<file path="config.mk">
export PLATFORM = sky130hd
export DESIGN_NAME = binary_mask_centroid_flat
export DESIGN_NICKNAME = d
export VERILOG_FILES = /design/src/rtl/bmc_pkg.sv /design/src/rtl/bmc_ifs.sv /design/src/rtl/bmc_front.sv /design/src/rtl/bmc_queue.sv /design/src/rtl/bmc_back.sv /design/src/rtl/binary_mask_centroid.sv /design/src/flat_wrapper.sv
export SDC_FILE = /design/constraint.sdc
export NUM_CORES = 1
export LEC_CHECK = 0
export BUFFER_PORTS_ARGS = -buffer_cell sky130_fd_sc_hd__buf_2
export CELL_PAD_IN_SITES_DETAIL_PLACEMENT = 0
export CELL_PAD_IN_SITES_GLOBAL_PLACEMENT = 1
export CORE_MARGIN = 5
export CORE_UTILIZATION = 46
export CTS_CLUSTER_SIZE = 24
export DETAILED_ROUTE_END_ITERATION = 12
export PLACE_DENSITY_LB_ADDON = 0.1
export REMOVE_ABC_BUFFERS = 1
export SYNTH_ARGS = -nofsm -noshare
export SYNTH_HDL_FRONTEND = slang
export SYNTH_SLANG_ARGS = --single-unit
</file>
<file path="constraint.sdc">
create_clock -name clk -period 8.1 [get_ports clk]
set_input_delay 0.405 -clock clk [delete_from_list [all_inputs] [get_ports clk]]
set_output_delay 0.405 -clock clk [all_outputs]
set_load 0.01 [all_outputs]
</file>
<file path="src/rtl/bmc_pkg.sv">
// Shared constants, types and helpers of the binary mask centroid block
`timescale 1ns / 1ps

package bmc_pkg;

	// frame geometry limits
	localparam int MAX_WIDTH  = 1024;
	localparam int MAX_HEIGHT = 1024;

	// field and state widths
	localparam int PIX_W      = 8;
	localparam int CFG_W      = 11;
	localparam int CFG_IDX_W  = 1;
	localparam int COORD_W    = 10;
	localparam int SUM_W      = 30;
	localparam int CNT_W      = 21;

	// value of a set mask pixel
	localparam logic [PIX_W-1:0] SET_VALUE = 8'd255;

	// register indexes of the configuration port
	localparam logic [CFG_IDX_W-1:0] REG_FRAME_WIDTH  = 1'b0;
	localparam logic [CFG_IDX_W-1:0] REG_FRAME_HEIGHT = 1'b1;

	// register reset values
	localparam logic [CFG_W-1:0] FRAME_WIDTH_RST  = 11'd704;
	localparam logic [CFG_W-1:0] FRAME_HEIGHT_RST = 11'd576;

	// totals queue between front and back
	localparam int Q_DEPTH = 2;
	localparam int Q_AW    = $clog2(Q_DEPTH);
	localparam int Q_CW    = $clog2(Q_DEPTH + 1);

	// restoring divider: one quotient bit per step
	localparam int DIV_STEPS = COORD_W;
	localparam int STEP_W    = $clog2(DIV_STEPS);

	// totals of one finished frame
	typedef struct packed {
		logic [SUM_W-1:0] sum_x;
		logic [SUM_W-1:0] sum_y;
		logic [CNT_W-1:0] count;
	} bmc_totals_t;

	// queue status seen by both sides
	typedef struct packed {
		logic full;
		logic empty;
	} bmc_q_status_t;

	// back end sequencer states
	typedef enum logic [1:0] {
		B_IDLE,
		B_DIV,
		B_HOLD
	} bmc_back_state_t;

	// last valid index for a size register, with zero read as one and
	// values above the limit read as the limit
	function automatic logic [COORD_W-1:0] last_index(input logic [CFG_W-1:0] size,
			input logic [CFG_W-1:0] limit);
		logic [CFG_W-1:0] s;
		if (size == '0) begin
			s = CFG_W'(1);
		end else if (size > limit) begin
			s = limit;
		end else begin
			s = size;
		end
		return COORD_W'(s - CFG_W'(1));
	endfunction

endpackage

</file>
<file path="src/rtl/bmc_ifs.sv">
// Valid/ready channel interfaces for mask pixels and centroid results
`timescale 1ns / 1ps

interface bmc_px_if import bmc_pkg::*; ();
	logic             valid;
	logic             ready;
	logic [PIX_W-1:0] pixel;

	modport source (output valid, output pixel, input ready);
	modport sink (input valid, input pixel, output ready);
endinterface

interface bmc_ctr_if import bmc_pkg::*; ();
	logic               valid;
	logic               ready;
	logic [COORD_W-1:0] centroid_x;
	logic [COORD_W-1:0] centroid_y;
	logic [CNT_W-1:0]   pixel_count;
	logic               found;

	modport source (output valid, output centroid_x, output centroid_y,
		output pixel_count, output found, input ready);
	modport sink (input valid, input centroid_x, input centroid_y,
		input pixel_count, input found, output ready);
endinterface

</file>
<file path="src/rtl/bmc_front.sv">
// Front end: frame size registers, raster position tracking and coordinate sums
`timescale 1ns / 1ps

module bmc_front import bmc_pkg::*; (
	input  logic                 clk,
	input  logic                 arst_n,
	input  logic                 cfg_en,
	input  logic [CFG_IDX_W-1:0] cfg_index,
	input  logic [CFG_W-1:0]     cfg_data,
	bmc_px_if.sink               px,
	input  bmc_q_status_t        q_status,
	output logic                 push,
	output bmc_totals_t          push_data
);

	logic [CFG_W-1:0]   frame_width_q;
	logic [CFG_W-1:0]   frame_height_q;
	logic [COORD_W-1:0] column_q;
	logic [COORD_W-1:0] row_q;
	logic [SUM_W-1:0]   sum_x_q;
	logic [SUM_W-1:0]   sum_y_q;
	logic [CNT_W-1:0]   count_q;

	logic               accept;
	logic               hit;
	logic [COORD_W-1:0] last_col;
	logic [COORD_W-1:0] last_row;
	logic               row_end;
	logic               frame_end;
	bmc_totals_t        totals_nxt;

	// configuration writes
	always_ff @(posedge clk or negedge arst_n) begin
		if (!arst_n) begin
			frame_width_q  <= FRAME_WIDTH_RST;
			frame_height_q <= FRAME_HEIGHT_RST;
		end else if (cfg_en) begin
			case (cfg_index)
				REG_FRAME_WIDTH:  frame_width_q  <= cfg_data;
				REG_FRAME_HEIGHT: frame_height_q <= cfg_data;
				default: ;
			endcase
		end
	end

	// take a pixel whenever the queue has room for a frame's totals
	assign px.ready = !q_status.full;
	assign accept   = px.valid && px.ready;
	assign hit      = (px.pixel == SET_VALUE);

	// end of row and end of frame tests
	assign last_col  = last_index(frame_width_q, CFG_W'(MAX_WIDTH));
	assign last_row  = last_index(frame_height_q, CFG_W'(MAX_HEIGHT));
	assign row_end   = (column_q >= last_col);
	assign frame_end = row_end && (row_q >= last_row);

	// running totals including the current pixel
	always_comb begin
		totals_nxt.sum_x = sum_x_q;
		totals_nxt.sum_y = sum_y_q;
		totals_nxt.count = count_q;
		if (hit) begin
			totals_nxt.sum_x = sum_x_q + SUM_W'(column_q);
			totals_nxt.sum_y = sum_y_q + SUM_W'(row_q);
			totals_nxt.count = count_q + CNT_W'(1);
		end
	end

	assign push      = accept && frame_end;
	assign push_data = totals_nxt;

	// position and sums, cleared after the last pixel of a frame
	always_ff @(posedge clk or negedge arst_n) begin
		if (!arst_n) begin
			column_q <= '0;
			row_q    <= '0;
			sum_x_q  <= '0;
			sum_y_q  <= '0;
			count_q  <= '0;
		end else if (accept) begin
			if (frame_end) begin
				column_q <= '0;
				row_q    <= '0;
				sum_x_q  <= '0;
				sum_y_q  <= '0;
				count_q  <= '0;
			end else begin
				sum_x_q <= totals_nxt.sum_x;
				sum_y_q <= totals_nxt.sum_y;
				count_q <= totals_nxt.count;
				if (row_end) begin
					column_q <= '0;
					row_q    <= row_q + COORD_W'(1);
				end else begin
					column_q <= column_q + COORD_W'(1);
				end
			end
		end
	end

`ifndef SYNTHESIS
	a_clear_after_frame: assert property (@(posedge clk) disable iff (!arst_n)
		push |=> (count_q == '0 && sum_x_q == '0 && sum_y_q == '0))
		else $error("totals not cleared after frame end");

	a_no_accept_when_full: assert property (@(posedge clk) disable iff (!arst_n)
		accept |-> !q_status.full)
		else $error("pixel accepted while totals queue full");

	a_push_needs_pixel: assert property (@(posedge clk) disable iff (!arst_n)
		push |-> (px.valid && row_end))
		else $error("frame totals pushed without an ending pixel");
`endif

endmodule

</file>
<file path="src/rtl/bmc_queue.sv">
// Two-entry queue of frame totals between the front and back ends
`timescale 1ns / 1ps

module bmc_queue import bmc_pkg::*; (
	input  logic          clk,
	input  logic          arst_n,
	input  logic          push,
	input  bmc_totals_t   push_data,
	input  logic          pop,
	output bmc_totals_t   head,
	output bmc_q_status_t status
);

	bmc_totals_t     entry_q [Q_DEPTH];
	logic [Q_AW-1:0] wr_ptr_q;
	logic [Q_AW-1:0] rd_ptr_q;
	logic [Q_CW-1:0] fill_q;

	assign status.full  = (fill_q == Q_CW'(Q_DEPTH));
	assign status.empty = (fill_q == '0);
	assign head         = entry_q[rd_ptr_q];

	// entry storage
	always_ff @(posedge clk) begin
		if (push) begin
			entry_q[wr_ptr_q] <= push_data;
		end
	end

	// pointers and fill level
	always_ff @(posedge clk or negedge arst_n) begin
		if (!arst_n) begin
			wr_ptr_q <= '0;
			rd_ptr_q <= '0;
			fill_q   <= '0;
		end else begin
			if (push) begin
				wr_ptr_q <= (wr_ptr_q == Q_AW'(Q_DEPTH - 1)) ? '0 : wr_ptr_q + Q_AW'(1);
			end
			if (pop) begin
				rd_ptr_q <= (rd_ptr_q == Q_AW'(Q_DEPTH - 1)) ? '0 : rd_ptr_q + Q_AW'(1);
			end
			case ({push, pop})
				2'b10:   fill_q <= fill_q + Q_CW'(1);
				2'b01:   fill_q <= fill_q - Q_CW'(1);
				default: fill_q <= fill_q;
			endcase
		end
	end

`ifndef SYNTHESIS
	a_no_overflow: assert property (@(posedge clk) disable iff (!arst_n)
		!(push && status.full))
		else $error("push into full totals queue");

	a_no_underflow: assert property (@(posedge clk) disable iff (!arst_n)
		!(pop && status.empty))
		else $error("pop from empty totals queue");

	a_fill_bound: assert property (@(posedge clk) disable iff (!arst_n)
		fill_q <= Q_CW'(Q_DEPTH))
		else $error("totals queue fill level out of range");
`endif

endmodule

</file>
<file path="src/rtl/bmc_back.sv">
// Back end: restoring divider for the mean coordinates and the result register
`timescale 1ns / 1ps

module bmc_back import bmc_pkg::*; (
	input  logic          clk,
	input  logic          arst_n,
	input  bmc_totals_t   head,
	input  bmc_q_status_t q_status,
	output logic          pop,
	bmc_ctr_if.source     ctr
);

	bmc_back_state_t    state_q;
	bmc_back_state_t    state_nxt;
	logic [STEP_W-1:0]  step_q;
	logic [SUM_W-1:0]   rem_x_q;
	logic [SUM_W-1:0]   rem_y_q;
	logic [SUM_W-1:0]   div_q;
	logic [COORD_W-1:0] quot_x_q;
	logic [COORD_W-1:0] quot_y_q;
	logic [CNT_W-1:0]   cnt_q;

	logic               out_valid_q;
	logic [COORD_W-1:0] out_x_q;
	logic [COORD_W-1:0] out_y_q;
	logic [CNT_W-1:0]   out_cnt_q;
	logic               out_found_q;

	logic               load_out;
	logic               last_step;
	logic               ge_x;
	logic               ge_y;
	logic               cnt_nz;

	assign last_step = (step_q == STEP_W'(DIV_STEPS - 1));
	assign ge_x      = (rem_x_q >= div_q);
	assign ge_y      = (rem_y_q >= div_q);
	assign cnt_nz    = (cnt_q != '0);

	// next state
	always_comb begin
		state_nxt = state_q;
		case (state_q)
			B_IDLE: if (!q_status.empty) state_nxt = B_DIV;
			B_DIV:  if (last_step) state_nxt = B_HOLD;
			B_HOLD: if (!out_valid_q || ctr.ready) state_nxt = B_IDLE;
			default: state_nxt = B_IDLE;
		endcase
	end

	// sequencer outputs
	always_comb begin
		pop      = 1'b0;
		load_out = 1'b0;
		case (state_q)
			B_IDLE:  pop = !q_status.empty;
			B_HOLD:  load_out = !out_valid_q || ctr.ready;
			default: ;
		endcase
	end

	// control registers
	always_ff @(posedge clk or negedge arst_n) begin
		if (!arst_n) begin
			state_q     <= B_IDLE;
			step_q      <= '0;
			out_valid_q <= 1'b0;
		end else begin
			state_q <= state_nxt;
			if (pop) begin
				step_q <= '0;
			end else if (state_q == B_DIV) begin
				step_q <= step_q + STEP_W'(1);
			end
			if (load_out) begin
				out_valid_q <= 1'b1;
			end else if (ctr.ready) begin
				out_valid_q <= 1'b0;
			end
		end
	end

	// divider datapath: divisor starts at count shifted to the top quotient bit
	always_ff @(posedge clk) begin
		if (pop) begin
			rem_x_q  <= head.sum_x;
			rem_y_q  <= head.sum_y;
			div_q    <= SUM_W'({head.count, {(COORD_W - 1){1'b0}}});
			cnt_q    <= head.count;
			quot_x_q <= '0;
			quot_y_q <= '0;
		end else if (state_q == B_DIV) begin
			if (ge_x) begin
				rem_x_q <= rem_x_q - div_q;
			end
			if (ge_y) begin
				rem_y_q <= rem_y_q - div_q;
			end
			quot_x_q <= {quot_x_q[COORD_W-2:0], ge_x};
			quot_y_q <= {quot_y_q[COORD_W-2:0], ge_y};
			div_q    <= div_q >> 1;
		end
	end

	// result register; an empty frame reports zeros
	always_ff @(posedge clk) begin
		if (load_out) begin
			out_x_q     <= cnt_nz ? quot_x_q : '0;
			out_y_q     <= cnt_nz ? quot_y_q : '0;
			out_cnt_q   <= cnt_q;
			out_found_q <= cnt_nz;
		end
	end

	assign ctr.valid       = out_valid_q;
	assign ctr.centroid_x  = out_x_q;
	assign ctr.centroid_y  = out_y_q;
	assign ctr.pixel_count = out_cnt_q;
	assign ctr.found       = out_found_q;

`ifndef SYNTHESIS
	a_empty_frame_zero: assert property (@(posedge clk) disable iff (!arst_n)
		(out_valid_q && !out_found_q) |-> (out_x_q == '0 && out_y_q == '0 && out_cnt_q == '0))
		else $error("empty frame result carries nonzero fields");

	a_found_has_count: assert property (@(posedge clk) disable iff (!arst_n)
		(out_valid_q && out_found_q) |-> (out_cnt_q != '0))
		else $error("found result with zero count");

	a_pop_only_idle: assert property (@(posedge clk) disable iff (!arst_n)
		pop |=> (state_q == B_DIV && step_q == '0))
		else $error("divider not started after pop");

	a_hold_after_div: assert property (@(posedge clk) disable iff (!arst_n)
		(state_q == B_DIV && last_step) |=> (state_q == B_HOLD))
		else $error("divider did not finish after last step");
`endif

endmodule

</file>
<file path="src/rtl/binary_mask_centroid.sv">
// Top level of the binary mask centroid block
`timescale 1ns / 1ps

// Takes one 8-bit mask pixel per clock in raster order, unless the input is
// stalled; a pixel counts as set only at value 255. The frame size comes from
// frame_width (index 0) and frame_height (index 1); zero reads as one and
// values above 1024 read as 1024. After the last pixel of a frame one result
// gives the truncated mean column and row of the set pixels, their count and
// a found flag (all zero when no pixel was set). The front end accepts one
// pixel every cycle while the queue has room; frame totals go through a
// two-entry queue to a ten-step restoring divider. A frame's totals are
// popped from the queue, go through ten divide steps and are then loaded into
// the output register. The back end works on one frame's totals at a time,
// so the input stalls only when two frames' totals are waiting in the
// queue.
module binary_mask_centroid import bmc_pkg::*; (
	input  logic                 clk,
	input  logic                 arst_n,
	input  logic                 cfg_en,
	input  logic [CFG_IDX_W-1:0] cfg_index,
	input  logic [CFG_W-1:0]     cfg_data,
	bmc_px_if.sink               px_in,
	bmc_ctr_if.source            ctr_out
);

	logic          push;
	bmc_totals_t   push_data;
	logic          pop;
	bmc_totals_t   head;
	bmc_q_status_t q_status;

	// pixel accumulation
	bmc_front u_front (
		.clk       (clk),
		.arst_n    (arst_n),
		.cfg_en    (cfg_en),
		.cfg_index (cfg_index),
		.cfg_data  (cfg_data),
		.px        (px_in),
		.q_status  (q_status),
		.push      (push),
		.push_data (push_data)
	);

	// frame totals queue
	bmc_queue u_queue (
		.clk       (clk),
		.arst_n    (arst_n),
		.push      (push),
		.push_data (push_data),
		.pop       (pop),
		.head      (head),
		.status    (q_status)
	);

	// division and result
	bmc_back u_back (
		.clk      (clk),
		.arst_n   (arst_n),
		.head     (head),
		.q_status (q_status),
		.pop      (pop),
		.ctr      (ctr_out)
	);

endmodule

</file>
<file path="src/flat_wrapper.sv">
// flat-port wrapper written by rule: the top's interface ports become plain ports
module binary_mask_centroid_flat import bmc_pkg::*;
  (clk, arst_n, cfg_en, cfg_index, cfg_data, px_in_valid, px_in_pixel, px_in_ready, ctr_out_valid, ctr_out_centroid_x, ctr_out_centroid_y, ctr_out_pixel_count, ctr_out_found, ctr_out_ready);
  bmc_px_if px_in_i ();
  bmc_ctr_if ctr_out_i ();
  input  logic clk;
  input  logic arst_n;
  input  logic cfg_en;
  input  logic [CFG_IDX_W-1:0] cfg_index;
  input  logic [CFG_W-1:0] cfg_data;
  input wire logic [$bits(px_in_i.valid)-1:0] px_in_valid;
  input wire logic [$bits(px_in_i.pixel)-1:0] px_in_pixel;
  output wire logic [$bits(px_in_i.ready)-1:0] px_in_ready;
  output wire logic [$bits(ctr_out_i.valid)-1:0] ctr_out_valid;
  output wire logic [$bits(ctr_out_i.centroid_x)-1:0] ctr_out_centroid_x;
  output wire logic [$bits(ctr_out_i.centroid_y)-1:0] ctr_out_centroid_y;
  output wire logic [$bits(ctr_out_i.pixel_count)-1:0] ctr_out_pixel_count;
  output wire logic [$bits(ctr_out_i.found)-1:0] ctr_out_found;
  input wire logic [$bits(ctr_out_i.ready)-1:0] ctr_out_ready;
  assign px_in_i.valid = px_in_valid;
  assign px_in_i.pixel = px_in_pixel;
  assign px_in_ready = px_in_i.ready;
  assign ctr_out_valid = ctr_out_i.valid;
  assign ctr_out_centroid_x = ctr_out_i.centroid_x;
  assign ctr_out_centroid_y = ctr_out_i.centroid_y;
  assign ctr_out_pixel_count = ctr_out_i.pixel_count;
  assign ctr_out_found = ctr_out_i.found;
  assign ctr_out_i.ready = ctr_out_ready;
  binary_mask_centroid u_core (.clk(clk), .arst_n(arst_n), .cfg_en(cfg_en), .cfg_index(cfg_index), .cfg_data(cfg_data), .px_in(px_in_i), .ctr_out(ctr_out_i));
endmodule
</file>
==> impl_metrics.py <==
metrics = {
    "outcome": {
        "status": "complete, no violations",
    },
    "synth": {
        "yosys.area.top_type": "edfxtp_1",
        "synth_most_common_cell": "edfxtp_1",
        "seq_area_frac_synth": 0.542,
        "syn_inst": 2239,
        "ys.flop_type": "edfxtp_1",
        "ys_ff_latch": 469,
        "yosys_warnings": 0,
        "syn-cell-area_um2": 24200,
        "synth_top_cells_by_count": "306 x edfxtp_1, 282 x nand2_1, 181 x o21ai_0",
        "synth.avg_cell_area_um2": 10.8,
        "ys_async_sr_fraction": 0.286,
        "synth.top_cell.area_share": 0.380,
        "synth_cell_type_count": 85,
        "synth-edff-count": 306,
        "yosys-top-cells-area": "edfxtp_1 38%, dfrtp_1 13%, ha_1 5.6%",
    },
    "setup_path": {
        "cpMaxStageDelayCell": "nor2_4",
        "critPathMaxFanout": 49,
        "r2r_start": "u_core.u_front.frame_width_q[0]",
        "startpoint_type": "flip-flop",
        "worst-r2r-cell-count": 19,
        "reg2reg_slack_ns": 2.33,
        "cp_data_required_time_ns": 8.37,
        "cp_cell_sequence": "or3_1 -> nor3_1 -> a21oi_1 -> or2_2 -> ha_1 -> o21ai_0 -> nor2_1 -> o32a_1 -> ha_1 -> nand3_1 -> nor2_1 -> nand2_1 -> o221ai_1 -> or2_1 -> buf_4 -> and3_1 -> inv_1 -> nor2_4 -> buf_12",
        "path_class": "reg -> reg",
        "worstReg2RegEnd": "u_core.u_queue.entry_q[0][26]",
        "crit_end": "u_core.u_queue.entry_q[0][26]",
        "cp_data_arrival_time_ns": 6.04,
        "end_kind": "flip-flop",
        "cp-startpoint": "u_core.u_front.frame_width_q[0]",
        "slowest_delay_ns": 0.76,
    },
    "routing": {
        "antenna_left": 0,
        "via_per_inst": 5.56,
        "wirelength_um": 58900,
        "wire_per_inst_um": 19.5,
        "drc": 0,
        "via_count": 16800,
        "dr.pass1.iters": 6,
        "drtIter0Drc": 1072,
    },
    "floorplan": {
        "die_area_um2": 57300,
        "ios": 69,
        "fp.coreArea_um2": 52300,
        "die_w_um": 239,
        "initial_core_util": 0.463,
        "dieHeight_um": 239,
        "rows": 84,
    },
    "clock_network": {
        "path_clk_slew_ns": 0.06,
        "clock_sinks": 469,
        "clk_latency_ns": 0.61,
        "h-tree-depth": 2,
        "postCtsSetupBuffers": 0,
        "clockRootBuffer": "clkbuf_16",
        "cts_resized": 0,
        "cts_tree": "yes",
        "cts_buffers": 51,
        "clockBufferDepth": 3,
    },
    "timing": {
        "timing.fmax_ghz": 0.173,
        "rsz0062_at_grt": "no",
        "period_minus_slack_ns": 5.77,
        "finalCritPeriodShare": 0.712,
        "finalHoldViolCount": 0,
        "fin_setup_tns_ns": 0,
        "setup_viol_count_final": 0,
        "drv_slew": 0,
        "tightest_slew_ns": 1.21,
        "max_slew_margin": 0.191,
        "skew_ns": 0.0236,
    },
    "final_layout": {
        "fill_cells": 4657,
        "seqCellArea_um2": 13100,
        "drive_above_1_share": 0.114,
        "fin_area_um2": 27000,
        "area_delta_synth_final_pct": 11.5,
        "multi_input_area_um2": 10500,
        "fin_cells": 3015,
        "nets": 2421,
        "n_antenna_cell": 0,
    },
    "power": {
        "p_leak_nw": 10.7,
        "finalPower_w": 0.0105,
        "peakVddDrop_mv": 0.175,
        "power-per-cell-area_nw_per_um2": 388,
    },
    "worst_hold_path": {
        "hp-class": "in -> reg",
        "whs_path_depth": 3,
    },
    "global_route": {
        "grt_pass1_vias": 16300,
        "grt_overflow_total": 0,
        "grt_max_degree": 88,
        "grt_first_pass_wirelength_um": 92300,
        "antenna_found_initial": 2,
        "grt.total_usage": 0.203,
    },
    "placed_design": {
        "place.gp.congestion": 0.865,
        "portBuffers": 68,
        "dpl.hpwl_um": 41300,
        "place_area_um2": 25300,
        "dp_cells": 2918,
    },
    "flow_run": {
        "maxCapViolCount": 0,
    },
}
-- metal layers --
layer	track usage	share of wire	vias to the layer above
li1	-	-	8250
met1	0.296	0.48	8118
met2	0.319	0.45	288
met3	0.0334	0.045	97
met4	0.0522	0.025	0
met5	0	0	-
-- final cells by class --
class	instances	share of cell area
clock inverters	28	0.0126
repair buffers	90	0.0195
multi-input cells	1599	0.388
flip-flops and latches	469	0.486
well taps	688	0.0319
inverters	73	0.0102
clock buffers	68	0.0515
-- worst max-delay path, delay by kind of cell (launching register included) --
family | cells | cell delay, ns
adders and majority gates | 2 | 0.55
buffers and inverters | 3 | 0.82
AOI/OAI and AO/OA | 4 | 0.84
and+or+nand+nor | 10 | 2.81
DFF | 1 | 0.38
-- layout by cell type (no fill, tap or decap), types with 52 or more instances in the layout --
cell,n
buf_2,67
mux2_2,57
inv_1,72
nand2_1,281
clkbuf_16,52
a21o_1,52
dfrtp_1,128
edfxtp_1,306
nand3_1,60
o21ai_0,180
nor2_1,119
xor2_1,66
ha_1,108
xnor2_1,79
a21oi_1,148
-- metrics by stage --
stage	utilization	worst slack (ns)	hold WS (ns)
after global placement	0.483	2.33	0.426
after detailed placement	0.483	2.33	0.436
after floorplan	-	0.215	0.109
after CTS	0.516	2.30	0.0229
final	0.516	2.33	0.0537
after global routing	0.516	1.80	0.0532
-- flip-flops by register name, summed over array words and instances (netlist names), 11 cells and up --
name / cells
u_core.u_back.div_q: 30
u_core.u_queue.entry_q: 162
u_core.u_back.rem_x_q: 30
u_core.u_front.frame_height_q: 11
u_core.u_back.cnt_q: 21
u_core.u_front.count_q: 21
u_core.u_front.sum_x_q: 30
u_core.u_front.sum_y_q: 30
u_core.u_back.ctr.pixel_count: 21
u_core.u_front.frame_width_q: 11
u_core.u_back.rem_y_q: 30
-- where the power goes --
group | total, W | internal, W | switching (W)
combinational | 0.00453 | 0.00173 | 0.00280
clock | 0.00240 | 0.00141 | 0.000994
sequential | 0.00355 | 0.00329 | 0.000258
-- worst min path at each step --
| stage | startpoint | endpoint | slack (ns) |
|---|---|---|---|
| after floorplan | arst_n | u_core.u_back.ctr.valid | 0.11 |
| after global placement | u_core.u_back.cnt_q[2] | u_core.u_back.ctr.pixel_count[2] | 0.43 |
| after detailed placement | u_core.u_back.cnt_q[5] | u_core.u_back.ctr.pixel_count[5] | 0.44 |
| after CTS | cfg_data[8] | u_core.u_front.frame_width_q[8] | 0.02 |
| after global routing | cfg_data[8] | u_core.u_front.frame_width_q[8] | 0.05 |
| final | cfg_data[8] | u_core.u_front.frame_width_q[8] | 0.05 |
-- what timing repair did --
action                     in CTS  in global routing
hold endpoints to repair       81                  0
hold buffers                    1                  0
setup endpoints to repair       0                  0
-- kinds of logic after synthesis --
kind of cell	share of synthesized area
xor+xnor	0.0525
flops	0.542
mux	0.0430
fa+ha+maj	0.0591
simple gates	0.131
buf+inv	0.0274
compound gates	0.144
(Power assumes the default switching activity.)
